### config.mk
export PLATFORM = sky130hd
export DESIGN_NAME = bounded_deque_unit
export DESIGN_NICKNAME = d
export VERILOG_FILES = /design/src/rtl/core/bdq_pkg.sv /design/src/rtl/core/bdq_ram.sv /design/src/rtl/core/bounded_deque_unit.sv
export SDC_FILE = /design/constraint.sdc
export NUM_CORES = 1
export LEC_CHECK = 0
export ABC_AREA = 1
export BUFFER_PORTS_ARGS = -buffer_cell sky130_fd_sc_hd__buf_2
export CORE_MARGIN = 2
export CORE_UTILIZATION = 48
export CTS_CLUSTER_DIAMETER = 80
export CTS_CLUSTER_SIZE = 16
export DETAILED_ROUTE_END_ITERATION = 10
export MAX_ROUTING_LAYER = met4
export PLACE_DENSITY = 0.6
export SLEW_MARGIN = 25
export SYNTH_ARGS = -nofsm -noshare
export SYNTH_HDL_FRONTEND = slang
export SYNTH_SLANG_ARGS = --single-unit
### constraint.sdc
create_clock -name clk -period 7.84 [get_ports clk]
set_clock_uncertainty 0.05 [all_clocks]
set_input_delay 0.392 -clock clk [delete_from_list [all_inputs] [get_ports clk]]
set_output_delay 0.392 -clock clk [all_outputs]
set_load 0.005 [all_outputs]
### src/rtl/core/bdq_pkg.sv
// ----------------------------------------------------------------------------
// bdq_pkg
// Shared types and codes for the bounded double-ended queue.
// ----------------------------------------------------------------------------
package bdq_pkg;

	localparam int DEPTH_DEFAULT = 16;
	localparam int DATA_W        = 32;
	localparam int REQ_W         = 3;
	localparam int STATUS_W      = 2;
	localparam int FILL_W        = 5;

	localparam logic [REQ_W-1:0] REQ_PUSH_REAR  = 3'd0;
	localparam logic [REQ_W-1:0] REQ_PUSH_FRONT = 3'd1;
	localparam logic [REQ_W-1:0] REQ_POP_FRONT  = 3'd2;
	localparam logic [REQ_W-1:0] REQ_POP_REAR   = 3'd3;
	localparam logic [REQ_W-1:0] REQ_TRAVERSE   = 3'd4;

	localparam logic [STATUS_W-1:0] ST_OK    = 2'd0;
	localparam logic [STATUS_W-1:0] ST_EMPTY = 2'd1;
	localparam logic [STATUS_W-1:0] ST_FULL  = 2'd2;

	typedef struct packed {
		logic [REQ_W-1:0]         req_type;
		logic signed [DATA_W-1:0] push_value;
	} req_t;

	typedef struct packed {
		logic signed [DATA_W-1:0] data_out;
		logic [STATUS_W-1:0]      status;
		logic                     last_item;
		logic [FILL_W-1:0]        fill_level;
	} rsp_t;

endpackage

### src/rtl/core/bdq_ram.sv
// ----------------------------------------------------------------------------
// bdq_ram
// Single-write, single-read entry store with registered read data.
// ----------------------------------------------------------------------------
module bdq_ram #(
	parameter int DEPTH  = bdq_pkg::DEPTH_DEFAULT,
	parameter int ADDR_W = $clog2(DEPTH)
) (
	input  logic                          clk,
	input  logic                          we,
	input  logic [ADDR_W-1:0]             waddr,
	input  logic [bdq_pkg::DATA_W-1:0]    wdata,
	input  logic                          re,
	input  logic [ADDR_W-1:0]             raddr,
	output logic [bdq_pkg::DATA_W-1:0]    rdata
);

	logic [bdq_pkg::DATA_W-1:0] mem_q [DEPTH];
	logic [bdq_pkg::DATA_W-1:0] rdata_q;

	always_ff @(posedge clk) begin
		if (we) begin
			mem_q[waddr] <= wdata;
		end
		if (re) begin
			rdata_q <= mem_q[raddr];
		end
	end

	assign rdata = rdata_q;

endmodule

### src/rtl/core/bounded_deque_unit.sv
// ----------------------------------------------------------------------------
// bounded_deque_unit
// Bounded double-ended queue of signed words kept in a ring of DEPTH entries.
// ----------------------------------------------------------------------------
//  channel  dir  handshake            payload
//  req      in   req_valid/req_stall  bdq_pkg::req_t (req_type, push_value)
//  rsp      out  rsp_valid/rsp_stall  bdq_pkg::rsp_t (data_out, status,
//                                     last_item, fill_level)
//
//  Push, error and ignored requests: the result is registered in S_CALC and rsp_valid rises on entry to S_EMIT.
//  Pops: S_CALC, then S_DATA for the registered memory read, then S_EMIT.
//  Traverse: each stored word passes S_CALC, S_DATA and S_EMIT in turn, one
//  memory read and one ring-address add per word through the shared ring adder.
//  Reset clears head and count; the entry store is not cleared.
//  req_stall is high from acceptance until the last result is taken, then
//  low in S_IDLE, where the next request can be taken.
// ----------------------------------------------------------------------------
module bounded_deque_unit #(
	parameter int DEPTH = bdq_pkg::DEPTH_DEFAULT
) (
	input  logic           clk,
	input  logic           arst_n,
	input  logic           req_valid,
	output logic           req_stall,
	input  bdq_pkg::req_t  req,
	output logic           rsp_valid,
	input  logic           rsp_stall,
	output bdq_pkg::rsp_t  rsp
);

	localparam int AW = $clog2(DEPTH);
	localparam int CW = $clog2(DEPTH + 1);
	localparam int SW = CW + 1;

	typedef enum logic [1:0] {
		S_IDLE,
		S_CALC,
		S_DATA,
		S_EMIT
	} state_t;

	state_t                          state_q;
	logic [AW-1:0]                   head_q;
	logic [CW-1:0]                   count_q;
	logic [CW-1:0]                   idx_q;
	logic [bdq_pkg::REQ_W-1:0]       req_type_q;
	logic [bdq_pkg::DATA_W-1:0]      value_q;
	logic                            rsp_valid_q;
	bdq_pkg::rsp_t                   rsp_q;

	logic [CW-1:0]                   off;
	logic [SW-1:0]                   sum;
	logic [AW-1:0]                   ring_addr;
	logic                            full;
	logic                            empty;
	logic                            mem_we;
	logic                            mem_re;
	logic [bdq_pkg::DATA_W-1:0]      mem_rdata;
	logic [CW-1:0]                   idx_nxt;

	assign full    = (count_q == CW'(DEPTH));
	assign empty   = (count_q == '0);
	assign idx_nxt = idx_q + CW'(1);

	always_comb begin
		off = '0;
		if (state_q == S_DATA) begin
			off = CW'(1);
		end else begin
			case (req_type_q)
				bdq_pkg::REQ_PUSH_REAR:  off = count_q;
				bdq_pkg::REQ_PUSH_FRONT: off = CW'(DEPTH - 1);
				bdq_pkg::REQ_POP_FRONT:  off = '0;
				bdq_pkg::REQ_POP_REAR:   off = count_q - CW'(1);
				bdq_pkg::REQ_TRAVERSE:   off = idx_q;
				default:                 off = '0;
			endcase
		end
	end

	always_comb begin
		sum = SW'(head_q) + SW'(off);
		if (sum >= SW'(DEPTH)) begin
			sum = sum - SW'(DEPTH);
		end
		ring_addr = AW'(sum);
	end

	always_comb begin
		mem_we = 1'b0;
		mem_re = 1'b0;
		if (state_q == S_CALC) begin
			case (req_type_q)
				bdq_pkg::REQ_PUSH_REAR, bdq_pkg::REQ_PUSH_FRONT: mem_we = !full;
				bdq_pkg::REQ_POP_FRONT, bdq_pkg::REQ_POP_REAR,
				bdq_pkg::REQ_TRAVERSE:                           mem_re = !empty;
				default:                                         mem_re = 1'b0;
			endcase
		end
	end

	bdq_ram #(
		.DEPTH  (DEPTH),
		.ADDR_W (AW)
	) u_ram (
		.clk   (clk),
		.we    (mem_we),
		.waddr (ring_addr),
		.wdata (value_q),
		.re    (mem_re),
		.raddr (ring_addr),
		.rdata (mem_rdata)
	);

	always_ff @(posedge clk or negedge arst_n) begin
		if (!arst_n) begin
			state_q     <= S_IDLE;
			head_q      <= '0;
			count_q     <= '0;
			idx_q       <= '0;
			rsp_valid_q <= 1'b0;
		end else begin
			case (state_q)
				S_IDLE: begin
					if (req_valid) begin
						req_type_q <= req.req_type;
						value_q    <= req.push_value;
						idx_q      <= '0;
						state_q    <= S_CALC;
					end
				end
				S_CALC: begin
					rsp_q.data_out   <= '0;
					rsp_q.status     <= bdq_pkg::ST_OK;
					rsp_q.last_item  <= 1'b1;
					rsp_q.fill_level <= bdq_pkg::FILL_W'(count_q);
					state_q          <= S_EMIT;
					rsp_valid_q      <= 1'b1;
					case (req_type_q)
						bdq_pkg::REQ_PUSH_REAR, bdq_pkg::REQ_PUSH_FRONT: begin
							if (full) begin
								rsp_q.status <= bdq_pkg::ST_FULL;
							end else begin
								if (req_type_q == bdq_pkg::REQ_PUSH_FRONT) begin
									head_q <= ring_addr;
								end
								count_q          <= count_q + CW'(1);
								rsp_q.fill_level <= bdq_pkg::FILL_W'(count_q + CW'(1));
							end
						end
						bdq_pkg::REQ_POP_FRONT, bdq_pkg::REQ_POP_REAR,
						bdq_pkg::REQ_TRAVERSE: begin
							if (empty) begin
								rsp_q.status <= bdq_pkg::ST_EMPTY;
							end else begin
								state_q     <= S_DATA;
								rsp_valid_q <= 1'b0;
							end
						end
						default: begin
						end
					endcase
				end
				S_DATA: begin
					rsp_q.data_out <= mem_rdata;
					state_q        <= S_EMIT;
					rsp_valid_q    <= 1'b1;
					if (req_type_q == bdq_pkg::REQ_TRAVERSE) begin
						rsp_q.last_item <= (idx_nxt == count_q);
					end else begin
						if (req_type_q == bdq_pkg::REQ_POP_FRONT) begin
							head_q <= ring_addr;
						end
						count_q          <= count_q - CW'(1);
						rsp_q.fill_level <= bdq_pkg::FILL_W'(count_q - CW'(1));
					end
				end
				S_EMIT: begin
					if (!rsp_stall) begin
						rsp_valid_q <= 1'b0;
						if (rsp_q.last_item) begin
							state_q <= S_IDLE;
						end else begin
							idx_q   <= idx_nxt;
							state_q <= S_CALC;
						end
					end
				end
				default: begin
					state_q <= S_IDLE;
				end
			endcase
		end
	end

	assign req_stall = (state_q != S_IDLE);
	assign rsp_valid = rsp_valid_q;
	assign rsp       = rsp_q;

`ifndef SYNTHESIS
	a_count_bound: assert property (@(posedge clk) disable iff (!arst_n)
		count_q <= CW'(DEPTH))
		else $error("entry count beyond depth");

	a_busy_while_rsp: assert property (@(posedge clk) disable iff (!arst_n)
		rsp_valid |-> req_stall)
		else $error("request accepted while a result is pending");

	a_last_ends: assert property (@(posedge clk) disable iff (!arst_n)
		(rsp_valid && !rsp_stall && rsp.last_item) |=> (!rsp_valid && !req_stall))
		else $error("activity after final result of a transaction");

	a_trav_ok: assert property (@(posedge clk) disable iff (!arst_n)
		(rsp_valid && !rsp.last_item) |-> (rsp.status == bdq_pkg::ST_OK))
		else $error("non-final result with error status");
`endif

endmodule
== Word level (Yosys, flattened, before mapping) ==
Memory sizes are Yosys's and may differ from the RTL's. A register that Yosys moved wholly into a read port is not among the register bits.
Index checks and enable logic that the tools add are counted.

* Register bits: 92
* Memory bits (writable): 512
* Bits of input ports: 39
* Memories kept: 1

* Add/subtract/negate cells: 5
* Magnitude comparators: 1
* Equal/unequal tests: 18
* Mux-type cells: 39
* Reduce and logical (&&, ||, !) cells: 21

{| class="wikitable"
|+ Memory list
! name !! depth !! bits a word !! rd ports !! clocked after Yosys merged registers in !! write ports !! RTL line !! RTL
|-
| u_ram.mem_q || 16 || 32 || 1 || 1 || 1 || bdq_ram.sv:18 || <nowiki>logic [bdq_pkg::DATA_W-1:0] mem_q [DEPTH];</nowiki>
|}

{| class="wikitable"
|+ Operators with widths
! operator !! count
|-
| 32-bit one-hot mux with 2 select lines || 1
|-
| 5-bit 2-to-1 mux || 7
|-
| 4-bit 2-to-1 mux || 6
|-
| 5-bit one-hot mux with 2 select lines || 2
|-
| 5-bit one-hot mux with 4 select lines || 1
|-
| 1-bit 2-to-1 mux || 14
|-
| 6-bit one-hot mux with 2 select lines || 1
|-
| 5-bit by 1-bit adder with 5-bit output, second input constant || 2
|-
| 2-bit inequality test, second input constant || 5
|-
| 2-bit AND reduction || 5
|-
| 3-bit AND reduction || 3
|-
| 2-bit by 1-bit inequality test with 1-bit output, second input constant || 4
|-
| 2-bit one-hot mux with 4 select lines || 1
|-
| 4-bit one-hot mux with 2 select lines || 1
|-
| 4-bit by 5-bit adder with 6-bit output || 1
|-
| 3-bit by 2-bit == test with 1-bit output, second input constant || 2
|-
| 6-bit by 5-bit greater-or-equal comparator with 1-bit output, second input constant || 1
|-
| 2-bit 2-to-1 mux || 3
|-
| 6-bit AND reduction || 1
|-
| 2-bit nonzero test || 3
|-
| 5-bit == test || 1
|-
| 5-bit == test, second input constant || 1
|-
| 5-bit logical NOT || 1
|-
| 5-bit by 1-bit subtractor with 5-bit output, second input constant || 1
|-
| other kinds (14) || 16
|}

== Longest topological paths before layout ==
* Depth after elaboration: 10
* Gate-level depth with buffers: 18

== Cells and area by module ==
Synthesis repeated with hierarchy kept, for this count alone.

* Cells, all modules: 2488
* Area total of the unflattened synthesis: 27133.5 um2

{| class="wikitable"
|+ By module, submodules not included
! module !! times used !! cells each !! area each (um2) !! sequential area each (um2)
|-
| bdq_ram || 1 || 2120 || 23050.9 || 16335.7
|-
| bounded_deque_unit || 1 || 368 || 4082.7 || 2677.6
|}

== Least setup slack after synthesis ==
No wires, ideal clock.

* Path kind: register to register
* From: register state_q[0]
* To: memory u_ram.mem_q[10][0] in the netlist's numbering, enable pin
* Arrival: 4.040 ns
* Required time: 7.369 ns
* Path slack: 3.329 ns
* Cell stages (with the launch flop): 14
* Path buffers: 3
* Period minus slack after synthesis: 4.511 ns
* Path through: dfrtp_1 -> inv_1 -> ha_1 -> buf_2 -> clkinv_1 -> o2111ai_1 -> ha_1 -> inv_1 -> fa_1 -> nor2_1 -> buf_2 -> clkbuf_1 -> nand2_1 -> nor2_1

* Word-level cells in the longest chain between the ends: 5
* Elaborated cells between the ends (all ways): 10
* Classes of those cells: 2 x add/sub; 1 x order compare; 2 x eq/ne; 5 x mux

{| class="wikitable"
|+ RTL lines
! what !! RTL line !! RTL
|-
| start, declared || bounded_deque_unit.sv:42 || <nowiki>state_t state_q;</nowiki>
|-
| start signal, assigned || bounded_deque_unit.sv:117 || <nowiki>state_q <= S_IDLE;</nowiki>
|-
| start signal, assigned || bounded_deque_unit.sv:129 || <nowiki>state_q <= S_CALC;</nowiki>
|-
| start signal, assigned || bounded_deque_unit.sv:137 || <nowiki>state_q <= S_EMIT;</nowiki>
|-
| 2-bit == test || bounded_deque_unit.sv:67 || <nowiki>if (state_q == S_DATA) begin</nowiki>
|-
| 5-bit 2-to-1 mux || bounded_deque_unit.sv:67 ||
|-
| 4-bit by 5-bit adder with 6-bit output || bounded_deque_unit.sv:82 || <nowiki>sum = SW'(head_q) + SW'(off);</nowiki>
|-
| 6-bit by 5-bit greater-or-equal comparator with 1-bit output / 4-bit by 1-bit subtractor with 4-bit output (equally long branches) || bounded_deque_unit.sv:83, bounded_deque_unit.sv:84 ||
|-
| 4-bit 2-to-1 mux || bounded_deque_unit.sv:83 || <nowiki>if (sum >= SW'(DEPTH)) begin</nowiki>
|-
| end, declared || bdq_ram.sv:18 ||
|}

Parallel ways exist; a longest one is shown, timed or not.

== Final worst setup path ==
* From: register state_q[0]
* To: memory u_ram.mem_q[2][29] in the netlist's numbering, enable pin

Same word-level chain as after synthesis.

==> results_dict.tcl <==
set metrics [dict create \
    outcome "complete, no violations" \
    num_antenna_cells 0 \
    final.period_utilization 0.722 \
    synthArstFlopShare 0.0267 \
    worst-path-buf-inv 5 \
    yosysWarnings 0 \
    power-per-cell-area_nw_per_um2 416 \
    ir_drop_mv 0.421 \
    maxCapViolCount 0 \
    dr.pass1.iters 6 \
    drive_gt1_frac 0.108 \
    die_h_um 231 \
    critical_path_arrival_ns 5.81 \
    stdcell_count 2658 \
    cts_root_buf "clkbuf_16" \
    r2r_slack_ns 2.18 \
    grt_pass1_vias 14100 \
    ys_ff_latch 636 \
    synthToLayoutAreaGrowth_pct 12.1 \
    placed_cells 2553 \
    die_x_um 231 \
    critPathLaunchType "flop" \
    grt_pass1_wl_um 88900 \
    share_comb_of_total_power 0.435 \
    syn_inst 1857 \
    rsz0062_at_grt "false" \
    path_delay_family "simple AND/OR/NAND/NOR gates" \
    crit_slowest_cell "nor2_4" \
    cpMostUsedCell "nand2_1" \
    hpwl_um 34800 \
    end_kind "flop" \
    synth_fp_nets 1907 \
    startpoint "state_q[0]" \
    worst_ep_required_time_ns 8.00 \
    ios 81 \
    r2r-start "state_q[0]" \
    hold_violations 0 \
    synthFlopType "edfxtp_1" \
    antenna_found_initial 0 \
    cts.sinks 636 \
    io_buffers 80 \
    p_sw_frac 0.423 \
    clockBufferDepth 3 \
    post_cts_buffers 0 \
    path_max_fanout 44 \
    clock_latency_ns 0.59 \
    slew_violations 0 \
    ys_types 34 \
    drc 0 \
    setup_viol 0 \
    p_clk_frac 0.189 \
    leakagePower_nw 9.96 \
    timing.critical_path.cells "inv_1 -> ha_2 -> buf_4 -> clkinv_1 -> o21ai_0 -> inv_1 -> ha_1 -> nand3_1 -> nand2_1 -> nand2_1 -> nand2_1 -> inv_1 -> nand3_4 -> nand2_4 -> nand2_1 -> nor2_4" \
    htree_levels 2 \
    crit_type "flop to flop" \
    place.gp.congestion 0.864 \
    fin_crit_ns 5.66 \
    stdcell_area_um2 27600 \
    hold_start "rsp_stall" \
    via_count 14600 \
    drtIter0Drc 1389 \
    num_rows 83 \
    slew_headroom 0.321 \
    grt_usage 0.232 \
    fin_setup_tns_ns 0 \
    power.switching_mw 4.86 \
    utilization 0.542 \
    worst_slack_ns 2.18 \
    nets 2011 \
    dieArea_um2 53200 \
    max_freq_mhz 177 \
    drtAntennaViolNets 0 \
    cts_resized 0 \
    syn_area_per_cell_um2 13.3 \
    tritoncts "built" \
    yosysSeqAreaShare 0.772 \
    routed_wl_um 59200 \
    via_per_inst 5.47 \
    p_seq_frac 0.376 \
    critPathMaxStageDelay_ns 0.87 \
    hold_buffers 36 \
    numCtsBuffers 45 \
    cts.reportedPaths.clkPinSlew_ns 0.08 \
    routedWlPerCell_um 22.3 \
    place_area_um2 25900 \
    p_int_mw 6.64 \
    grt_start_max_net_pins 129 \
    place_ws_ns 2.16 \
    tightest_slew_ns 1.02 \
    synth_edf_count 619 \
    syn_area_um2 24600 \
    hp-class "input pin to flop" \
    core-area_um2 51000 \
    initial_core_util 0.483 \
    overflow 0 \
]
-- cell usage after synthesis (2+ instances only) --
| cell | number | area (um^2) |
|---|---|---|
| nand2_2 | 25 | 156 |
| nand3_1 | 55 | 275 |
| buf_2 | 60 | 300 |
| nand2_4 | 2 | 22.5 |
| xnor2_1 | 2 | 17.5 |
| inv_1 | 69 | 259 |
| ha_1 | 10 | 125 |
| nor3_1 | 3 | 15.0 |
| nor2_2 | 2 | 12.5 |
| nand2_1 | 714 | 2680 |
| a21oi_1 | 5 | 25.0 |
| dfrtp_1 | 17 | 425 |
| a31oi_1 | 2 | 12.5 |
| edfxtp_1 | 619 | 18600 |
| buf_4 | 4 | 30.0 |
| nand4_1 | 85 | 532 |
| o22ai_1 | 2 | 12.5 |
| buf_1 | 4 | 15.0 |
| buf_8 | 2 | 30.0 |
| a22oi_1 | 88 | 661 |
| clkbuf_1 | 14 | 52.6 |
| o21ai_0 | 22 | 110 |
| xor2_1 | 6 | 52.6 |
| nor2_1 | 35 | 131 |
-- cells by family (layout without fill, tap and decap cells) --
logic type / Yosys count / count (layout) / share of synthesized area
compound gates: 122 / 122 / 0.0344
simple gates: 924 / 924 / 0.157
fa+ha+maj: 11 / 11 / 0.00589
buf+inv: 156 / 277 / 0.0286
xor+xnor: 8 / 8 / 0.00284
flops: 636 / 636 / 0.772
-- sequential cells by signal (all words and copies together) (netlist names) --
| signal | count |
|---|---|
| u_ram.rdata | 32 |
| u_ram.mem_q | 512 |
| idx_q | 5 |
| rsp_valid | 1 |
| value_q | 32 |
| req_type_q | 3 |
| state_q | 2 |
| count_q | 5 |
| rsp | 40 |
| head_q | 4 |
-- power by group through the flow --
stage	combinational [mW]	sequential (mW)	clock, mW
after floorplan	3.38	4.35	0
after CTS	5.04	4.32	2.21
after global routing	5.61	4.35	2.31
after global placement	4.97	4.40	0
final	5.00	4.32	2.17
after detailed placement	5.01	4.40	0
-- layout by cell type (no fill, tap or decap), drive strengths merged --
| cell | synthesis | routed |
|---|---|---|
| nor2 | 37 | 37 |
| buf | 71 | 106 |
| a221oi | 1 | 1 |
| a21oi | 6 | 6 |
| xor2 | 6 | 6 |
| fa | 1 | 1 |
| nor3 | 3 | 3 |
| clkbuf | 14 | 63 |
| edfxtp | 619 | 619 |
| dlygate4sd3 | 0 | 36 |
| inv | 70 | 69 |
| a31oi | 2 | 2 |
| nand3b | 1 | 1 |
| xnor2 | 2 | 2 |
| o2111ai | 1 | 1 |
| clkinv | 1 | 3 |
| a22oi | 88 | 88 |
| o21ai | 22 | 22 |
| ha | 10 | 10 |
| dfrtp | 17 | 17 |
| o22ai | 2 | 2 |
| nand4 | 85 | 85 |
| or2 | 1 | 1 |
| nand3 | 56 | 56 |
| nand2 | 741 | 741 |
-- worst register-to-register path: stages, from the launching register on --
cell      delay (ns)
dfrtp_1         0.42
inv_1           0.12
ha_2            0.17
buf_4           0.47
clkinv_1        0.48
o21ai_0         0.31
inv_1           0.10
ha_1            0.28
nand3_1         0.09
nand2_1         0.07
nand2_1         0.06
nand2_1         0.09
inv_1           0.11
nand3_4         0.47
nand2_4         0.72
nand2_1         0.40
nor2_4          0.87
-- stage by stage --
step           hold WS, ns  power (mW)
6_report             0.126        11.5
5_1_grt              0.145        12.3
3_5_place_dp         0.329        9.41
2_1_floorplan       0.0464        7.73
4_1_cts             0.0827        11.6
3_3_place_gp         0.331        9.36
-- routing by layer --
layer | vias to the layer above | routed length, um | global-route usage
met4 | 0 | 1220 | 0.0532
met5 | - | 0 | -
met3 | 80 | 4330 | 0.0413
met1 | 7231 | 26600 | 0.334
li1 | 6749 | - | -
met2 | 491 | 27000 | 0.347
-- path summary, 6_finish.rpt --
path,to,cells past startpoint
max,u_ram.mem_q[2][29],16
min,rsp_valid,4
max reg2reg,u_ram.mem_q[2][29],16
min reg2reg,rsp[10],2
max in group asynchronous,head_q[3],2
min in group asynchronous,count_q[2],2
-- layout make-up --
cell class	count	area, um^2
clock buffers	63	1220
clock inverters	1	16.3
fillers	4226	23400
inverters	71	270
multi-input cells	1065	5090
flip-flops and latches	636	19000
well taps	680	851
repair buffers	142	1150
Note: power is estimated with default switching activity, not from simulation.
